$ cat src/rtds_pkg.sv
`default_nettype none
package rtds_pkg;

    // field widths
    localparam int RAW_W = 63;
    localparam int NUM_W = 31;
    localparam int DEN_W = 31;
    // full-width product: 63-bit operand times 31-bit operand
    localparam int ACC_W = RAW_W + NUM_W;
    localparam int CNT_W = 6;

    // last step index of each iterative phase
    localparam logic [CNT_W-1:0] DIV_LAST = CNT_W'(RAW_W - 1);
    localparam logic [CNT_W-1:0] MUL_LAST = CNT_W'(NUM_W - 1);

    typedef enum logic [2:0] {
        ST_IDLE,
        ST_DIV_RAW,
        ST_MUL_FRAC,
        ST_DIV_PROD,
        ST_MUL_WHOLE,
        ST_DONE
    } rtds_state_t;

endpackage
`default_nettype wire

$ cat src/rational_time_delta_scaler.sv
`default_nettype none
// Sequence per item: 63 divide steps on raw_delta, 31 multiply steps on the fraction, 63 divide
// steps on the product, 31 multiply steps on the whole part, then the output is loaded; a zero
// denominator goes straight to the output load. Items do not overlap: s_ready is high only while
// the sequencer is idle, and every step uses the single shared 94-bit adder under the sequencer.
// Reset: synchronous active-low aresetn clears the sequencer, output valid and the carried
// remainder and applied scale to zero.
module rational_time_delta_scaler (
    input  wire                         aclk,
    input  wire                         aresetn,
    input  wire                         s_valid,
    output logic                        s_ready,
    input  wire  [rtds_pkg::RAW_W-1:0]  s_raw_delta,
    input  wire  [rtds_pkg::NUM_W-1:0]  s_scale_numerator,
    input  wire  [rtds_pkg::DEN_W-1:0]  s_scale_denominator,
    output logic                        m_valid,
    input  wire                         m_ready,
    output logic [rtds_pkg::RAW_W-1:0]  m_scaled_delta,
    output logic                        m_overflow_error
);
    import rtds_pkg::*;

    rtds_state_t state_reg, state_next;

    logic [CNT_W-1:0] cnt_reg, cnt_next;
    logic [RAW_W-1:0] dq_reg, dq_next;       // dividend in, quotient out
    logic [DEN_W-1:0] r_reg, r_next;         // partial remainder
    logic [ACC_W-1:0] acc_reg, acc_next;
    logic [ACC_W-1:0] mcand_reg, mcand_next;
    logic [NUM_W-1:0] mplier_reg, mplier_next;
    logic [NUM_W-1:0] num_reg, num_next;
    logic [DEN_W-1:0] den_reg, den_next;
    logic [DEN_W-1:0] rem_in_reg, rem_in_next;
    logic [RAW_W-1:0] whole_reg, whole_next;
    logic [DEN_W-1:0] rem_out_reg, rem_out_next;
    logic             den_zero_reg, den_zero_next;

    logic [DEN_W-1:0] carry_rem_reg, carry_rem_next;
    logic [NUM_W-1:0] app_num_reg, app_num_next;
    logic [DEN_W-1:0] app_den_reg, app_den_next;

    logic             out_valid_reg, out_valid_next;
    logic [RAW_W-1:0] out_delta_reg, out_delta_next;
    logic             out_ovf_reg, out_ovf_next;

    logic             accept;
    logic             in_div;
    logic             load_out;
    logic [DEN_W:0]   r_shift;
    logic [ACC_W-1:0] add_a, add_b;
    logic             add_cin;
    logic [ACC_W:0]   add_sum;
    logic             div_ge;
    logic [DEN_W-1:0] div_rem;
    logic [RAW_W-1:0] div_quo;
    logic [ACC_W-1:0] mul_acc;
    logic             result_ovf;

    assign accept   = s_valid && s_ready;
    assign in_div   = (state_reg == ST_DIV_RAW) || (state_reg == ST_DIV_PROD);
    assign load_out = (state_reg == ST_DONE) && (!out_valid_reg || m_ready);

    // shared adder: restoring-divide trial subtract or multiply accumulate
    assign r_shift = {r_reg, dq_reg[RAW_W-1]};
    always_comb begin
        if (in_div) begin
            add_a   = {{(ACC_W-DEN_W-1){1'b0}}, r_shift};
            add_b   = ~{{(ACC_W-DEN_W){1'b0}}, den_reg};
            add_cin = 1'b1;
        end else begin
            add_a   = acc_reg;
            add_b   = mplier_reg[0] ? mcand_reg : '0;
            add_cin = 1'b0;
        end
    end
    assign add_sum = {1'b0, add_a} + {1'b0, add_b} + {{ACC_W{1'b0}}, add_cin};

    // one divide step and one multiply step from the adder
    assign div_ge  = add_sum[ACC_W];
    assign div_rem = div_ge ? add_sum[DEN_W-1:0] : r_shift[DEN_W-1:0];
    assign div_quo = {dq_reg[RAW_W-2:0], div_ge};
    assign mul_acc = add_sum[ACC_W-1:0];

    assign result_ovf = den_zero_reg || (|acc_reg[ACC_W-1:RAW_W]);

    // next state
    always_comb begin
        state_next = state_reg;
        case (state_reg)
            ST_IDLE: begin
                if (accept) begin
                    state_next = (s_scale_denominator == '0) ? ST_DONE : ST_DIV_RAW;
                end
            end
            ST_DIV_RAW: begin
                if (cnt_reg == DIV_LAST) state_next = ST_MUL_FRAC;
            end
            ST_MUL_FRAC: begin
                if (cnt_reg == MUL_LAST) state_next = ST_DIV_PROD;
            end
            ST_DIV_PROD: begin
                if (cnt_reg == DIV_LAST) state_next = ST_MUL_WHOLE;
            end
            ST_MUL_WHOLE: begin
                if (cnt_reg == MUL_LAST) state_next = ST_DONE;
            end
            ST_DONE: begin
                if (load_out) state_next = ST_IDLE;
            end
            default: state_next = ST_IDLE;
        endcase
    end

    // datapath and outputs
    always_comb begin
        cnt_next       = cnt_reg;
        dq_next        = dq_reg;
        r_next         = r_reg;
        acc_next       = acc_reg;
        mcand_next     = mcand_reg;
        mplier_next    = mplier_reg;
        num_next       = num_reg;
        den_next       = den_reg;
        rem_in_next    = rem_in_reg;
        whole_next     = whole_reg;
        rem_out_next   = rem_out_reg;
        den_zero_next  = den_zero_reg;
        carry_rem_next = carry_rem_reg;
        app_num_next   = app_num_reg;
        app_den_next   = app_den_reg;
        out_valid_next = out_valid_reg;
        out_delta_next = out_delta_reg;
        out_ovf_next   = out_ovf_reg;

        // drop the output item once taken
        if (out_valid_reg && m_ready) out_valid_next = 1'b0;

        case (state_reg)
            ST_IDLE: begin
                if (accept) begin
                    num_next      = s_scale_numerator;
                    den_next      = s_scale_denominator;
                    dq_next       = s_raw_delta;
                    r_next        = '0;
                    cnt_next      = '0;
                    den_zero_next = (s_scale_denominator == '0);
                    // clear the carry on a scale change or a stale remainder
                    if ((s_scale_numerator != app_num_reg) ||
                        (s_scale_denominator != app_den_reg) ||
                        (carry_rem_reg >= s_scale_denominator)) begin
                        rem_in_next = '0;
                    end else begin
                        rem_in_next = carry_rem_reg;
                    end
                end
            end
            ST_DIV_RAW: begin
                dq_next  = div_quo;
                r_next   = div_rem;
                cnt_next = cnt_reg + 1'b1;
                if (cnt_reg == DIV_LAST) begin
                    // whole part kept, fraction times numerator plus carry next
                    whole_next  = div_quo;
                    acc_next    = {{(ACC_W-DEN_W){1'b0}}, rem_in_reg};
                    mcand_next  = {{(ACC_W-DEN_W){1'b0}}, div_rem};
                    mplier_next = num_reg;
                    cnt_next    = '0;
                end
            end
            ST_MUL_FRAC: begin
                acc_next    = mul_acc;
                mcand_next  = {mcand_reg[ACC_W-2:0], 1'b0};
                mplier_next = {1'b0, mplier_reg[NUM_W-1:1]};
                cnt_next    = cnt_reg + 1'b1;
                if (cnt_reg == MUL_LAST) begin
                    // product stays below 2^63
                    dq_next  = mul_acc[RAW_W-1:0];
                    r_next   = '0;
                    cnt_next = '0;
                end
            end
            ST_DIV_PROD: begin
                dq_next  = div_quo;
                r_next   = div_rem;
                cnt_next = cnt_reg + 1'b1;
                if (cnt_reg == DIV_LAST) begin
                    rem_out_next = div_rem;
                    acc_next     = {{(ACC_W-RAW_W){1'b0}}, div_quo};
                    mcand_next   = {{(ACC_W-RAW_W){1'b0}}, whole_reg};
                    mplier_next  = num_reg;
                    cnt_next     = '0;
                end
            end
            ST_MUL_WHOLE: begin
                acc_next    = mul_acc;
                mcand_next  = {mcand_reg[ACC_W-2:0], 1'b0};
                mplier_next = {1'b0, mplier_reg[NUM_W-1:1]};
                cnt_next    = cnt_reg + 1'b1;
            end
            ST_DONE: begin
                if (load_out) begin
                    out_valid_next = 1'b1;
                    out_ovf_next   = result_ovf;
                    out_delta_next = result_ovf ? '0 : acc_reg[RAW_W-1:0];
                    // commit state only on success
                    if (!result_ovf) begin
                        carry_rem_next = rem_out_reg;
                        app_num_next   = num_reg;
                        app_den_next   = den_reg;
                    end
                end
            end
            default: ;
        endcase
    end

    // control registers
    always_ff @(posedge aclk) begin
        if (!aresetn) begin
            state_reg     <= ST_IDLE;
            out_valid_reg <= 1'b0;
            carry_rem_reg <= '0;
            app_num_reg   <= '0;
            app_den_reg   <= '0;
        end else begin
            state_reg     <= state_next;
            out_valid_reg <= out_valid_next;
            carry_rem_reg <= carry_rem_next;
            app_num_reg   <= app_num_next;
            app_den_reg   <= app_den_next;
        end
    end

    // payload registers
    always_ff @(posedge aclk) begin
        cnt_reg       <= cnt_next;
        dq_reg        <= dq_next;
        r_reg         <= r_next;
        acc_reg       <= acc_next;
        mcand_reg     <= mcand_next;
        mplier_reg    <= mplier_next;
        num_reg       <= num_next;
        den_reg       <= den_next;
        rem_in_reg    <= rem_in_next;
        whole_reg     <= whole_next;
        rem_out_reg   <= rem_out_next;
        den_zero_reg  <= den_zero_next;
        out_delta_reg <= out_delta_next;
        out_ovf_reg   <= out_ovf_next;
    end

    assign s_ready          = (state_reg == ST_IDLE);
    assign m_valid          = out_valid_reg;
    assign m_scaled_delta   = out_delta_reg;
    assign m_overflow_error = out_ovf_reg;

endmodule
`default_nettype wire
$ cat config.mk
export PLATFORM = sky130hd
export DESIGN_NAME = rational_time_delta_scaler
export DESIGN_NICKNAME = d
export VERILOG_FILES = /design/src/rtds_pkg.sv /design/src/rational_time_delta_scaler.sv
export SDC_FILE = /design/constraint.sdc
export NUM_CORES = 1
export LEC_CHECK = 0
export ABC_AREA = 1
export BUFFER_PORTS_ARGS = -buffer_cell sky130_fd_sc_hd__buf_4
export CAP_MARGIN = 0
export CELL_PAD_IN_SITES_DETAIL_PLACEMENT = 2
export CELL_PAD_IN_SITES_GLOBAL_PLACEMENT = 2
export CORE_UTILIZATION = 38
export CTS_CLUSTER_SIZE = 10
export DETAILED_ROUTE_END_ITERATION = 8
export PLACE_DENSITY = 0.94
export SYNTH_ARGS = -nofsm -noshare
export SYNTH_HDL_FRONTEND = slang
export SYNTH_SLANG_ARGS = --single-unit
$ cat constraint.sdc
create_clock -name aclk -period 19.9 [get_ports aclk]
set_clock_uncertainty 0.1 [all_clocks]
set_input_delay 2.985 -clock aclk [delete_from_list [all_inputs] [get_ports aclk]]
set_output_delay 2.985 -clock aclk [all_outputs]
set_load 0.05 [all_outputs]
* Word level (Yosys, flattened, before mapping)
Index checks and enable logic that the tools add are counted.
** Word-level totals
- Register bits :: 668
- Latch bits :: 0
- Bits in writable memories :: 0
- Bits in read-only memories :: 0
- Input bits :: 129
- Output and inout bits :: 66
- Word-level logic and storage cells :: 103
- Memories :: 0
** Cells by class
- Add/subtract/negate cells :: 3
- $mul :: 0
- Div/mod/pow operators :: 0
- Order comparisons :: 1
- Eq/ne operators :: 16
- Shift operators :: 0
- Mux-type cells :: 34
- Bitwise operators :: 2
- Reductions and logical operators :: 28
** Operators with widths (number)
- $mux 94 :: 7
- $pmux 94 s3 :: 2
- $pmux 63 s3 :: 1
- $mux 63 :: 2
- $mux 31 :: 4
- $add 94x94->95 :: 1
- $add 95x1->95 :: 1
- $not 31->94 :: 1
- $pmux 31 s3 :: 1
- $ne 31x31->1 :: 2
- $pmux 31 s2 :: 1
- $ge 31x31->1 :: 1
- $logic_not 31->1 :: 1
- $reduce_or 31->1 :: 1
- $pmux 6 s4 :: 1
- $mux 3 :: 7
- $mux 6 :: 3
- $pmux 3 s6 :: 1
- $reduce_and 2->1 :: 6
- $reduce_and 3->1 :: 3
- $ne 2x1->1 const B :: 4
- $add 6x1->6 const B :: 1
- $eq 3x2->1 const B :: 2
- $eq 3x3->1 const B :: 2
- other kinds (15) :: 28

* Logic depth before layout (Yosys ltp)
- Depth in word-level cells :: 8
- Mapped depth :: 24
- Depth with buffers taken out :: 22

* Least setup slack after synthesis
No wires, ideal clock.
- Path kind :: reg-to-reg
- Start :: register cnt_reg[0]
- End :: register acc_reg[0], enable pin
- Setup time :: 0.996 ns
- Data arrival time :: 14.059 ns
- Required time :: 18.804 ns
- Setup slack :: 4.745 ns
- Cell stages (with the launch flop) :: 7
- Path buffers :: 0
- Period minus slack after synthesis :: 15.155 ns
- Cell sequence :: edfxtp_1 > inv_1 > ha_1 > nand2_1 > nor3_1 > inv_1 > o21ai_0
** Between the ends
- Word-level cells in the longest chain between the ends :: 3
- Elaborated cells on any way between the ends :: 4
- Those cells by class :: eq/ne: 3; reduce/logical: 1
** Ends and longest elaborated chain
- start: declaration :: RTL line rational_time_delta_scaler.sv:25 : logic [CNT_W-1:0] cnt_reg, cnt_next;
- start signal: assignment :: RTL line rational_time_delta_scaler.sv:236 : cnt_reg <= cnt_next;
- $eq 6x6->1 * :: RTL line rational_time_delta_scaler.sv:161, rational_time_delta_scaler.sv:186
- $ne 2x1->1 (no source line)
- $reduce_and 3->1 (no source line) *
- end signal: assignment :: RTL line rational_time_delta_scaler.sv:239 : acc_reg <= acc_next;
- end: declaration :: RTL line rational_time_delta_scaler.sv:28 : logic [ACC_W-1:0] acc_reg, acc_next;
Mark *: on every way between the ends. The rest lies on a longest branch, timed or not.
A chain may end at the register's enable or synchronous reset.

* Worst setup path after layout
- Start :: register state_reg[0]
- End :: register r_reg[0], data pin
** Between the ends
- Word-level cells in the longest chain between the ends :: 7
- Elaborated cells on any way between the ends :: 13
- Those cells by class :: add/sub: 2; eq/ne: 3; mux: 5; reduce/logical: 3
** Ends and longest elaborated chain
- start: declaration :: RTL line rational_time_delta_scaler.sv:23 : rtds_state_t state_reg, state_next;
- start signal: assignment :: RTL line rational_time_delta_scaler.sv:226 : state_reg <= state_next;
- $eq 3x1->1 or $eq 3x2->1 (tied branches) :: RTL line rational_time_delta_scaler.sv:60, rational_time_delta_scaler.sv:138
- $logic_or 1x1->1 :: RTL line rational_time_delta_scaler.sv:60 : assign in_div = (state_reg == ST_DIV_RAW) || (state_reg == ST_DIV_PROD);
- $mux 94 :: RTL line rational_time_delta_scaler.sv:66 : if (in_div) begin
- $add 94x94->95 :: RTL line rational_time_delta_scaler.sv:76 : assign add_sum = {1'b0, add_a} + {1'b0, add_b} + {{ACC_W{1'b0}}, add_cin};
- $add 95x1->95 :: RTL line rational_time_delta_scaler.sv:76
- $mux 31 :: RTL line rational_time_delta_scaler.sv:80 : assign div_rem = div_ge ? add_sum[DEN_W-1:0] : r_shift[DEN_W-1:0];
- $pmux 31 s3 * :: RTL line rational_time_delta_scaler.sv:138 : case (state_reg)
- end signal: assignment :: RTL line rational_time_delta_scaler.sv:238 : r_reg <= r_next;
- end: declaration :: RTL line rational_time_delta_scaler.sv:27 : logic [DEN_W-1:0] r_reg, r_next;
Marks and branches as above.

==> results.rst <==
.. list-table::
   :header-rows: 1

   * - Metric
     - Value
   * - Quantity of I/O buffers inserted on ports
     - 194
   * - Result of the run
     - complete, no violations
   * - Length of the first detailed-routing pass in iterations
     - 5
   * - Detailed-route wire length
     - 192,000 um
   * - Top cells by count, synth
     - sky130_fd_sc_hd__nand2_1, sky130_fd_sc_hd__inv_1, sky130_fd_sc_hd__edfxtp_1
   * - Share of flip-flops with an asynchronous set or reset
     - 0%
   * - Hold/Removal Path Class
     - reg -> reg
   * - Largest net degree at the start of global routing
     - 169
   * - Hold path cells
     - 0
   * - Cts bufs inserted
     - 81
   * - Seq. cell area
     - 19,100 um2
   * - Total setup buffers inserted after CTS
     - 0
   * - Count of nets after finishing
     - 5,221
   * - Clock slew at reported path FFs
     - 70 ps
   * - Max Fanout on Critical Path
     - 168
   * - Number of enable flip-flop cells after synthesis
     - 571
   * - H-tree level count
     - 3
   * - Number of global-route vias before repair
     - 41.4k
   * - Highest clock frequency the design can meet
     - 139 MHz
   * - Number of placement rows
     - 116
   * - Final core utilization
     - 43.6%
   * - Path type of the worst setup path
     - reg -> reg
   * - Number of instances in the synthesized netlist
     - 4,818
   * - Final routed wire length divided by cell count
     - 30.4 um
   * - Worst EP arrival
     - 7540 ps
   * - Clock tree from TritonCTS
     - yes
   * - Sum of negative setup slack
     - 0 ps
   * - Via count
     - 37.6k
   * - Initial core utilization
     - 38.3%
   * - Depth of the worst register-to-register path
     - 21
   * - Synth cell types
     - 46
   * - Die area
     - 102,000 um2
   * - Period utilisation layout
     - 36.2%
   * - Routability-driven placement congestion ratio
     - 1.02
   * - Crit end category
     - flop
   * - Maxcap violations
     - 0
   * - Number of buffers on the longest clock path
     - 3
   * - Max Transition Viols Final
     - 0
   * - Number of hold violations in the final report
     - 0
   * - Filler cell count in the final layout
     - 11.2k
   * - Cell accounting for the most synthesized area
     - sky130_fd_sc_hd__edfxtp_1
   * - Total of flip-flops plus latches after synthesis
     - 668
   * - Die extent in y
     - 319 um
   * - Ratio of cells with drive above 1 in the final layout
     - 7.84%
   * - Cell at the root of the clock tree
     - sky130_fd_sc_hd__clkbuf_16
   * - Req. time, crit path
     - 20,250 ps
   * - Clock period minus worst slack
     - 7190 ps
   * - Most area-consuming cells after synthesis
     - sky130_fd_sc_hd__edfxtp_1, sky130_fd_sc_hd__nand2_1, sky130_fd_sc_hd__inv_1, sky130_fd_sc_hd__dfxtp_1, sky130_fd_sc_hd__nor2_1
   * - Global-route wire length before repair
     - 281,000 um
   * - Area taken by multi-input logic gates
     - 15,600 um2
   * - Initial antenna violation count
     - 8
   * - Ys flop type
     - sky130_fd_sc_hd__edfxtp_1
   * - Worst slew margin relative to its limit
     - 14.9%
   * - GR Util All Layers
     - 37.2%
   * - Per-instance average area after synthesis
     - 7.94 um2
   * - Area grow syn2layout
     - 13.9%
   * - Die boundary width
     - 319 um
   * - Final setup fails
     - 0
   * - Count of antenna-violating nets left after detailed routing
     - 0
   * - Core ar.
     - 99,900 um2
   * - Count of pins on the block boundary
     - 195
   * - Post-detail-place hpwl
     - 127,000 um
   * - Hold-fix buffers, CTS
     - 0
   * - Top-area cell type share of the netlist area
     - 44.8%
   * - Syn_nets
     - 5,075
   * - Count of instances resized after the clock tree is built
     - 0
   * - Share of the yosys chip area belonging to registers
     - 49.9%
   * - Overall overflow remaining after global route
     - 0
   * - Total standard cell area after synthesis
     - 38,200 um2
   * - DRC Markers
     - 0
   * - Clock latency at the later pin of the worst-skew pair
     - 720 ps
   * - Kind of start point of the critical path
     - flop
   * - Count of routing violations after the opening detailed-route iteration
     - 3,519
   * - Routed via count divided by cell count
     - 5.95
   * - TritonCTS sink count
     - 668
   * - Warning count from the yosys run
     - 0
   * - Slew of the pin with the lowest slew margin
     - 1280 ps
   * - Most frequent cell after synthesis
     - sky130_fd_sc_hd__nand2_1
   * - RSZ-0062 raised after global routing
     - no
==> layout make-up <==
type	count	area share [%]
flip-flops and latches	668	43.8
diodes	2	0.0115
inverters	794	6.86
clock inverters	15	0.532
clock buffers	127	5.29
well taps	1298	3.73
multi-input cells	3191	35.8
repair buffers	228	3.96
==> through the flow <==
stage	cell area, um2	std cells	hold WS, ps	setup slack, ps
after CTS	43500	6321	356	12960
after global placement	41000	6179	334	14320
final	43500	6323	361	12710
after global routing	43500	6322	361	12480
after detailed placement	41000	6179	341	13650
after floorplan	38200	4818	327	4750
==> cell usage in the layout (no fill, tap or decap), drive strengths merged, types with 28 or more instances in the layout <==
cell type	n
nor4	34
nor3	28
a21oi	236
nand2	1388
inv	794
xnor2	30
buf	228
nand3	282
clkbuf	127
nand4	62
a22oi	71
o21ai	267
edfxtp	571
xor2	54
o211ai	37
dfxtp	97
ha	126
nor2	508
==> path summary, 6_finish.rpt <==
kind | startpoint | to | slack, ps
max | state_reg[0] | r_reg[0] | 12710
min | dq_reg[58] | whole_reg[59] | 360
max reg2reg | state_reg[0] | r_reg[0] | 12710
min reg2reg | dq_reg[58] | whole_reg[59] | 360
==> routing by layer <==
layer | vias to the layer above | track usage [%] | routed length, um
met4 | 8 | 21.9 | 12800
met2 | 1981 | 64.0 | 94000
met5 | - | 0 | 53
li1 | 15900 | - | -
met3 | 739 | 6.99 | 14000
met1 | 19000 | 42.9 | 71500
==> cell families after synthesis <==
| logic type | count (synthesis) | synth area share, % |
|---|---|---|
| AND/OR/NAND/NOR | 2332 | 24.9 |
| buffers and inverters | 959 | 9.59 |
| flip-flops | 668 | 49.9 |
| AO/OA/AOI/OAI | 647 | 9.43 |
| adder cells (fa/ha/maj) | 128 | 4.23 |
| XOR/XNOR | 84 | 1.92 |
==> critical path, cell delays in order, from the launching register on <==
cell	delay, ps
sky130_fd_sc_hd__dfxtp_1	490
sky130_fd_sc_hd__inv_1	230
sky130_fd_sc_hd__nor2_4	660
sky130_fd_sc_hd__buf_12	660
sky130_fd_sc_hd__nand2_1	160
sky130_fd_sc_hd__o21ai_0	220
sky130_fd_sc_hd__fa_1	300
sky130_fd_sc_hd__inv_1	110
sky130_fd_sc_hd__fa_1	500
sky130_fd_sc_hd__nand2_1	140
sky130_fd_sc_hd__nand3_1	100
sky130_fd_sc_hd__nand3_1	90
sky130_fd_sc_hd__nand2_1	140
sky130_fd_sc_hd__nand2_1	120
sky130_fd_sc_hd__nand2_1	200
sky130_fd_sc_hd__nand2_1	180
sky130_fd_sc_hd__nand2_2	110
sky130_fd_sc_hd__nand2_2	700
sky130_fd_sc_hd__nand3_4	640
sky130_fd_sc_hd__nand2_1	330
sky130_fd_sc_hd__nand2_1	130
sky130_fd_sc_hd__nor2_1	410
Power is not shown: default switching activity piles up to over one toggle a cycle in this logic, so the estimate is an artifact.
